--- src/assert_macros.svh ---
// Assertion helpers for the RTL; included by dive_mission_sequencer.
`ifndef ASSERT_MACROS_SVH
`define ASSERT_MACROS_SVH

`ifndef SYNTHESIS

// Same-cycle implication, disabled during reset.
`define ASSERT_IMPLIES(lbl, clk, rst, ante, cons) \
  lbl: assert property (@(posedge clk) disable iff (rst) (ante) |-> (cons)) \
    else $error("assertion failed: lbl");

// Next-cycle implication, disabled during reset.
`define ASSERT_NEXT(lbl, clk, rst, ante, cons) \
  lbl: assert property (@(posedge clk) disable iff (rst) (ante) |=> (cons)) \
    else $error("assertion failed: lbl");

`else

`define ASSERT_IMPLIES(lbl, clk, rst, ante, cons)
`define ASSERT_NEXT(lbl, clk, rst, ante, cons)

`endif

`endif

--- src/dms_pkg.sv ---
`default_nettype none

package dms_pkg;

  // Entry window default, milliseconds
  localparam int ENTRY_WINDOW_MS_DEFAULT = 50;

  // Event kinds
  localparam logic [1:0] OP_UPDATE = 2'd0;
  localparam logic [1:0] OP_START  = 2'd1;
  localparam logic [1:0] OP_STOP   = 2'd2;

  // Safety causes
  localparam logic [1:0] CAUSE_NONE     = 2'd0;
  localparam logic [1:0] CAUSE_LEAK     = 2'd1;
  localparam logic [1:0] CAUSE_LOW_BATT = 2'd2;

  // Propulsion commands
  localparam logic [1:0] DRIVE_STOP = 2'd0;
  localparam logic [1:0] DRIVE_MOVE = 2'd1;
  localparam logic [1:0] DRIVE_TURN = 2'd2;

  // Rudder angles, degrees
  localparam logic [7:0] SERVO_CENTER = 8'd90;
  localparam logic [7:0] SERVO_TURN   = 8'd65;

  // Configuration register indexes
  localparam logic [2:0] REG_TARGET_DEPTH    = 3'd0;
  localparam logic [2:0] REG_DEPTH_MARGIN    = 3'd1;
  localparam logic [2:0] REG_SURFACE_DEPTH   = 3'd2;
  localparam logic [2:0] REG_MOVE_DURATION   = 3'd3;
  localparam logic [2:0] REG_TURN_DURATION   = 3'd4;
  localparam logic [2:0] REG_DESCEND_TIMEOUT = 3'd5;
  localparam logic [2:0] REG_ASCEND_TIMEOUT  = 3'd6;

  typedef enum logic [2:0] {
    PH_IDLE = 3'd0,
    PH_DESC = 3'd1,
    PH_MOVE = 3'd2,
    PH_TURN = 3'd3,
    PH_ASC  = 3'd4,
    PH_EMER = 3'd5,
    PH_DONE = 3'd6
  } phase_t;

  typedef struct packed {
    logic [15:0] target_depth_mm;
    logic [15:0] depth_margin_mm;
    logic [15:0] surface_depth_mm;
    logic [31:0] move_duration_ms;
    logic [31:0] turn_duration_ms;
    logic [31:0] descend_timeout_ms;
    logic [31:0] ascend_timeout_ms;
  } cfg_t;

  typedef struct packed {
    logic [1:0]         operation;
    logic [31:0]        now_ms;
    logic signed [15:0] depth_mm;
    logic [1:0]         safety_cause;
  } item_t;

  typedef struct packed {
    phase_t      phase;
    logic        run_flag;
    logic [31:0] phase_start_ms;
    logic [1:0]  latched_cause;
    logic [1:0]  drive_hold;
    logic [7:0]  servo_hold;
    logic        ballast_hold;
  } state_t;

  typedef struct packed {
    logic [2:0] mission_state;
    logic       running;
    logic [1:0] drive_level;
    logic [7:0] servo_angle_deg;
    logic       ballast_vent;
    logic       depth_hold_request;
    logic [1:0] emergency_cause;
  } result_t;

endpackage

`default_nettype wire

--- src/dms_step.sv ---
`default_nettype none

// Next-state and result logic for one event.
module dms_step #(
  parameter int ENTRY_WINDOW_MS = dms_pkg::ENTRY_WINDOW_MS_DEFAULT
) (
  input  dms_pkg::cfg_t    cfg,
  input  dms_pkg::state_t  st,
  input  dms_pkg::item_t   item,
  output dms_pkg::state_t  st_next,
  output dms_pkg::result_t res
);
  import dms_pkg::*;

  logic               cause_valid;
  logic [1:0]         cause_latched;
  logic               em_enter;
  logic [31:0]        start_eff;
  logic [31:0]        elapsed;
  logic               entry;
  logic signed [17:0] depth_err;
  logic [17:0]        depth_err_abs;
  logic               at_target;
  logic               at_surface;
  logic               hold;
  state_t             nx;

  // Cause latch and emergency entry
  assign cause_valid   = (item.safety_cause == CAUSE_LEAK) ||
                         (item.safety_cause == CAUSE_LOW_BATT);
  assign cause_latched = (cause_valid && st.latched_cause == CAUSE_NONE) ?
                         item.safety_cause : st.latched_cause;
  assign em_enter      = (cause_latched != CAUSE_NONE) && (st.phase != PH_EMER);

  // Time in phase, measured after a possible emergency entry
  assign start_eff = em_enter ? item.now_ms : st.phase_start_ms;
  assign elapsed   = item.now_ms - start_eff;
  assign entry     = elapsed < 32'(ENTRY_WINDOW_MS);

  // Depth windows
  assign depth_err     = 18'(signed'({{2{item.depth_mm[15]}}, item.depth_mm})) -
                         signed'({2'b00, cfg.target_depth_mm});
  assign depth_err_abs = depth_err[17] ? 18'(-depth_err) : 18'(depth_err);
  assign at_target     = depth_err_abs < {2'b00, cfg.depth_margin_mm};
  assign at_surface    = signed'({item.depth_mm[15], item.depth_mm}) <
                         signed'({1'b0, cfg.surface_depth_mm});

  always_comb begin
    nx   = st;
    hold = 1'b0;
    unique case (item.operation)
      OP_UPDATE: begin
        nx.latched_cause = cause_latched;
        if (em_enter) begin
          nx.phase          = PH_EMER;
          nx.phase_start_ms = item.now_ms;
        end
        if (nx.run_flag || nx.phase == PH_EMER) begin
          unique case (nx.phase)
            PH_DESC: begin
              hold = 1'b1;
              if (at_target || elapsed > cfg.descend_timeout_ms) begin
                nx.phase          = PH_MOVE;
                nx.phase_start_ms = item.now_ms;
              end
            end
            PH_MOVE: begin
              if (entry) begin
                nx.servo_hold = SERVO_CENTER;
                nx.drive_hold = DRIVE_MOVE;
              end
              hold = 1'b1;
              if (elapsed >= cfg.move_duration_ms) begin
                nx.phase          = PH_TURN;
                nx.phase_start_ms = item.now_ms;
              end
            end
            PH_TURN: begin
              if (entry) begin
                nx.servo_hold = SERVO_TURN;
                nx.drive_hold = DRIVE_TURN;
              end
              hold = 1'b1;
              if (elapsed >= cfg.turn_duration_ms) begin
                nx.phase          = PH_ASC;
                nx.phase_start_ms = item.now_ms;
              end
            end
            PH_ASC: begin
              if (entry) nx.ballast_hold = 1'b1;
              if (at_surface || elapsed > cfg.ascend_timeout_ms) begin
                nx.phase          = PH_DONE;
                nx.phase_start_ms = item.now_ms;
              end
            end
            PH_EMER: begin
              nx.ballast_hold = 1'b1;
              nx.servo_hold   = SERVO_CENTER;
              nx.drive_hold   = DRIVE_STOP;
            end
            PH_DONE: begin
              if (entry) begin
                nx.drive_hold = DRIVE_STOP;
                nx.servo_hold = SERVO_CENTER;
              end
              nx.run_flag = 1'b0;
            end
            default: ;
          endcase
        end
      end
      OP_START: begin
        nx.run_flag       = 1'b1;
        nx.phase          = PH_DESC;
        nx.phase_start_ms = item.now_ms;
      end
      OP_STOP: begin
        nx.run_flag       = 1'b0;
        nx.drive_hold     = DRIVE_STOP;
        nx.phase          = PH_IDLE;
        nx.phase_start_ms = item.now_ms;
      end
      default: ;
    endcase
  end

  assign st_next = nx;

  // Result after the event
  assign res.mission_state      = nx.phase;
  assign res.running            = nx.run_flag;
  assign res.drive_level        = nx.drive_hold;
  assign res.servo_angle_deg    = nx.servo_hold;
  assign res.ballast_vent       = nx.ballast_hold;
  assign res.depth_hold_request = hold;
  assign res.emergency_cause    = nx.latched_cause;

endmodule

`default_nettype wire

--- src/dive_mission_sequencer.sv ---
`default_nettype none

// Dive mission sequencer. Events (update, start, stop) come in on the s_ side,
// one result per event goes out on the m_ side in event order. One event is
// taken every clock cycle unless a full result register waits on m_tready;
// each event passes the input register, then the result register. The clock
// period is set by the combinational event step: a 32-bit elapsed-time
// subtract feeding the duration and timeout compares. Config
// registers are written through the cfg_ channel, which is always ready;
// write them only while no event is in flight.
module dive_mission_sequencer #(
  parameter int ENTRY_WINDOW_MS = dms_pkg::ENTRY_WINDOW_MS_DEFAULT
) (
  input  wire logic        clk,
  input  wire logic        rst,
  // Event stream
  input  wire logic        s_tvalid,
  output logic             s_tready,
  // [31:0] now_ms, [47:32] depth_mm, [49:48] safety_cause, [55:50] zero
  input  wire logic [55:0] s_tdata,
  // [1:0] operation
  input  wire logic [1:0]  s_tuser,
  // Result stream
  output logic             m_tvalid,
  input  wire logic        m_tready,
  // [2:0] mission_state, [3] running, [5:4] drive_level,
  // [13:6] servo_angle_deg, [14] ballast_vent, [15] depth_hold_request,
  // [17:16] emergency_cause, [23:18] zero
  output logic [23:0]      m_tdata,
  // Configuration write
  input  wire logic        cfg_valid,
  output logic             cfg_ready,
  input  wire logic [2:0]  cfg_index,
  input  wire logic [31:0] cfg_data
);
  import dms_pkg::*;

  cfg_t    cfg;
  state_t  st;
  state_t  st_next;
  item_t   s1_item;
  logic    s1_valid;
  logic    advance;
  result_t step_res;
  result_t res_q;

  // Configuration registers
  assign cfg_ready = 1'b1;

  always_ff @(posedge clk) begin
    if (rst) begin
      cfg.target_depth_mm    <= 16'd300;
      cfg.depth_margin_mm    <= 16'd100;
      cfg.surface_depth_mm   <= 16'd200;
      cfg.move_duration_ms   <= 32'd10000;
      cfg.turn_duration_ms   <= 32'd3000;
      cfg.descend_timeout_ms <= 32'd30000;
      cfg.ascend_timeout_ms  <= 32'd15000;
    end else if (cfg_valid && cfg_ready) begin
      unique case (cfg_index)
        REG_TARGET_DEPTH:    cfg.target_depth_mm    <= cfg_data[15:0];
        REG_DEPTH_MARGIN:    cfg.depth_margin_mm    <= cfg_data[15:0];
        REG_SURFACE_DEPTH:   cfg.surface_depth_mm   <= cfg_data[15:0];
        REG_MOVE_DURATION:   cfg.move_duration_ms   <= cfg_data;
        REG_TURN_DURATION:   cfg.turn_duration_ms   <= cfg_data;
        REG_DESCEND_TIMEOUT: cfg.descend_timeout_ms <= cfg_data;
        REG_ASCEND_TIMEOUT:  cfg.ascend_timeout_ms  <= cfg_data;
        default: ;
      endcase
    end
  end

  // Handshake: stage 1 moves on when the result register is free or drains
  assign advance  = s1_valid && (!m_tvalid || m_tready);
  assign s_tready = !s1_valid || advance;

  // Input register
  always_ff @(posedge clk) begin
    if (rst) begin
      s1_valid <= 1'b0;
    end else if (s_tready) begin
      s1_valid <= s_tvalid;
    end
  end

  always_ff @(posedge clk) begin
    if (s_tready && s_tvalid) begin
      s1_item.operation    <= s_tuser;
      s1_item.now_ms       <= s_tdata[31:0];
      s1_item.depth_mm     <= signed'(s_tdata[47:32]);
      s1_item.safety_cause <= s_tdata[49:48];
    end
  end

  dms_step #(
    .ENTRY_WINDOW_MS(ENTRY_WINDOW_MS)
  ) u_step (
    .cfg    (cfg),
    .st     (st),
    .item   (s1_item),
    .st_next(st_next),
    .res    (step_res)
  );

  // Sequencer state, updated as each request leaves stage 1
  always_ff @(posedge clk) begin
    if (rst) begin
      st.phase          <= PH_IDLE;
      st.run_flag       <= 1'b0;
      st.phase_start_ms <= 32'd0;
      st.latched_cause  <= CAUSE_NONE;
      st.drive_hold     <= DRIVE_STOP;
      st.servo_hold     <= SERVO_CENTER;
      st.ballast_hold   <= 1'b0;
    end else if (advance) begin
      st <= st_next;
    end
  end

  // Result register
  always_ff @(posedge clk) begin
    if (rst) begin
      m_tvalid <= 1'b0;
    end else if (advance) begin
      m_tvalid <= 1'b1;
    end else if (m_tready) begin
      m_tvalid <= 1'b0;
    end
  end

  always_ff @(posedge clk) begin
    if (advance) res_q <= step_res;
  end

  assign m_tdata = {6'b000000, res_q.emergency_cause, res_q.depth_hold_request,
                    res_q.ballast_vent, res_q.servo_angle_deg, res_q.drive_level,
                    res_q.running, res_q.mission_state};

  // Checks
  `include "assert_macros.svh"

  `ASSERT_NEXT(a_cause_sticky, clk, rst, st.latched_cause != CAUSE_NONE, $stable(st.latched_cause))
  `ASSERT_NEXT(a_vent_sticky, clk, rst, st.ballast_hold, st.ballast_hold)
  `ASSERT_IMPLIES(a_emer_vents, clk, rst, st.phase == PH_EMER, st.ballast_hold)
  `ASSERT_NEXT(a_result_loaded, clk, rst, advance, m_tvalid)

endmodule

`default_nettype wire
--- config.mk ---
export PLATFORM = sky130hd
export DESIGN_NAME = dive_mission_sequencer
export DESIGN_NICKNAME = d
export VERILOG_FILES = /design/src/dms_pkg.sv /design/src/dms_step.sv /design/src/dive_mission_sequencer.sv
export VERILOG_INCLUDE_DIRS = /design/src /design/src/src
export SDC_FILE = /design/constraint.sdc
export NUM_CORES = 1
export LEC_CHECK = 0
export BUFFER_PORTS_ARGS = -buffer_cell sky130_fd_sc_hd__buf_2
export CORE_ASPECT_RATIO = 0.8
export CORE_MARGIN = 8
export CORE_UTILIZATION = 30
export DETAILED_ROUTE_END_ITERATION = 8
export PLACE_DENSITY = 0.52
export REMOVE_ABC_BUFFERS = 1
export SLEW_MARGIN = 0
export SYNTH_ARGS = -nofsm -noshare
export SYNTH_HDL_FRONTEND = slang
export SYNTH_HIERARCHICAL = 1
export SYNTH_SLANG_ARGS = --single-unit
--- constraint.sdc ---
create_clock -name clk -period 13.9 [get_ports clk]
set_input_delay 2.78 -clock clk [delete_from_list [all_inputs] [get_ports clk]]
set_output_delay 2.78 -clock clk [all_outputs]
set_load 0.01 [all_outputs]
==> flow_summary.yaml <==
clocking:
  holdBufCountCts: 0
  cts_max_level: 2
  cts-root-buf: "clkbuf_16"
  clk_pin_slew_ns: 0.06
  clk_latency_ns: 0.56
  clock_path_buffers: 3
  clock-sinks: 297
  cts_setup_buffers: 0
  cts_tree: "built"
  cts_resized: 0
  cts-buffers-inserted: 37
place:
  gp_congestion: 0.8571
  dp_hpwl_mm: 42.33
  pre_cts_ws_ns: 5.078
  numPortBuffers: 111
  placedCellCount: 3256
  placed_cell_area_sq_um: 21060
floorplanning:
  rows: 84
  die-width_um: 303.8
  dieHeight_um: 246.3
  start_util: 0.3027
  dieArea_sq_um: 74820
  coreArea_sq_um: 65690
  ios: 125
synth:
  synth.most_common_cell: "nand2_1"
  synth_ff_type: "dfxtp_1"
  synth_top_area_frac: 0.2286
  synth-seq-area-share: 0.3343
  yosysTopAreaCell: "dfxtp_1"
  synth_area_sq_um: 19880
  ys_warn_count: 6
  ys_seq_elements: 297
  synth.area.top_cells: "dfxtp_1 23%, ha_1 13%, edfxtp_1 11%"
  synth_edf_count: 70
  netlist_instances: 2398
  synthTopCellsByCount: "350 x nand2_1, 278 x a21oi_1, 227 x dfxtp_1"
  avgSynthCellArea_sq_um: 8.291
  synthArstFlopShare: 0
  ys_types: 91
worst_setup_path:
  worstPathArrival_ns: 9.32
  crit_fanout: 35
  crit_type: "reg2reg"
  cp_slowest_cell: "nor3b_2"
  r2r_slack_ns: 4.99
  regToRegStartpoint: "st[47]$_SDFFE_PP0P_"
  crit_path_start_kind: "flip-flop"
  cp_data_required_time_ns: 14.31
  cp-startpoint: "st[47]$_SDFFE_PP0P_"
  r2r_end: "st[30]$_SDFFE_PP0P_"
  reg2reg_depth: 27
  end_kind: "flip-flop"
  cp_slowest_stage_delay_ns: 1.02
pwr:
  peakVddDrop_mv: 0.08294
  p_leak_nw: 8.703
  cellPowerDensity_nw_per_um2: 121.2
timing:
  setup_tns_ns: 0
  min_period_ns: 8.913
  fin_skew_ns: 0.01964
  tightest_slew_ns: 1.251
  slew_viol_final: 0
  worst_slack_ns: 4.987
  rsz0062_at_grt: "no"
  setup_viol: 0
  period_share: 0.6412
  hold_viol_final: 0
  max_slew_margin: 0.1625
  timing.fmax_ghz: 0.1122
status:
  status: "completed"
worst_hold_path:
  hold_path.startpoint: "cfg[164]$_SDFFE_PP0P_"
  worstHoldPathType: "reg2reg"
  whs_endpoint: "cfg[164]$_SDFFE_PP0P_"
  hold-path-cell-count: 2
final_layout:
  drive_above_1_share: 0.09224
  stdcell_count: 3324
  synthToLayoutAreaGrowth_pct: 11.90
  nNetsFinal: 2741
  final_area_sq_um: 22250
global_routing:
  grt_pass1_vias: 16326
  grt_overflow: 0
  grt_pass1_wl_mm: 90.51
  grt_max_degree: 118
  grt_antenna_before_repair: 10
  track_usage: 0.1483
detailed_routing:
  drt_first_pass_iters: 8
  dr.first_iter.drc_count: 1194
  drtAntennaViolNets: 0
  drc: 0
  wl_per_cell_um: 17.32
  wl_mm: 57.58
  vias_per_cell: 5.104
  routed-via-count: 16965
run:
  drv_cap: 0
state kept, by name (all words and copies together), names as in the netlist:
signal	cells
cfg	176
s1_item	52
st	49
m_tdata	18
m_tvalid	1
s1_valid	1
per-stage QoR:
stage          hold slack (ns)  power (mW)  utilization
4_1_cts                 0.4543       2.727       0.3386
3_5_place_dp            0.4463       1.747       0.3206
6_report                0.4529       2.697       0.3387
2_1_floorplan           0.4270       1.488            -
5_1_grt                 0.4673       2.864       0.3387
3_3_place_gp            0.4423       1.725       0.3206
how the worst max path moves through the flow:
stage / to / slack, ns / cells past startpoint
finish: st[30]$_SDFFE_PP0P_ / 4.99 / 27
global route: st[30]$_SDFFE_PP0P_ / 4.56 / 27
global placement: st[30]$_SDFFE_PP0P_ / 5.19 / 27
detailed placement: st[30]$_SDFFE_PP0P_ / 5.08 / 27
floorplan: st[30]$_SDFFE_PP0P_ / 6.29 / 26
CTS: st[30]$_SDFFE_PP0P_ / 5.02 / 27
critical path: cells and delay by family, from the launching register on:
kind	cells	cell delay (ns)
fa+ha+maj	3	0.90
flops	1	0.47
compound gates	10	3.09
xor+xnor	1	0.14
mux	2	0.47
simple gates	9	2.92
buf+inv	2	0.73
routing by layer:
layer,up-vias,GRT usage,part of all wire
met4,16,0.04622,0.026
met5,-,0,0.0018
met1,8002,0.2024,0.48
met3,97,0.02754,0.056
met2,362,0.2362,0.44
li1,8488,-,-
layout make-up:
cell class                 count  area [sq um]
fill                        6849         43440
multi-input combinational   1744         11760
sequential                   297          6646
tap                          860          1076
clock buffer                  52          1032
inverter                     219         822.0
timing repair buffer         136         752.0
clock inverter                13         150.1
antenna                        3         7.507
layout by cell type (no fill, tap or decap), types with 12 or more instances in the layout:
cell       synthesis  routed
nand3_1           28      28
a21o_1            56      56
edfxtp_1          70      70
o21ai_0           69      69
xor2_1            14      14
nor2_1            95      95
nand2b_1          97      97
ha_1             206     206
dfxtp_1          227     227
o21bai_1          12      12
clkbuf_16          0      37
a21oi_1          278     277
a211oi_1          13      13
nand2_1          350     350
nor3_1            58      58
a222oi_1          13      13
nor2b_1           22      21
o211ai_1          22      22
inv_1            219     219
buf_4             29      25
o21a_1            20      20
mux2i_1           87      87
xnor2_1           29      29
nand4_1           39      39
buf_2             40     110
o21ai_1           12      12
logic make-up (layout without fill, tap and decap cells):
kind of cell,count (synthesis),in the layout,share of synthesized area
DFF,297,297,0.3343
AOI/OAI and AO/OA,597,597,0.1883
xor gates and xnor gates,43,43,0.01894
other,2,10,0.0003777
and+or+nand+nor,782,782,0.1942
muxes,107,107,0.05513
adders and majority gates,208,208,0.1317
buffers and inverters,362,420,0.07709
where the power goes:
group          total (mW)  switching [mW]  internal [mW]
sequential          0.933          0.0206          0.913
clock               0.961           0.387          0.574
combinational       0.803           0.486          0.316
No activity file was read; power rests on OpenSTA's default activity.
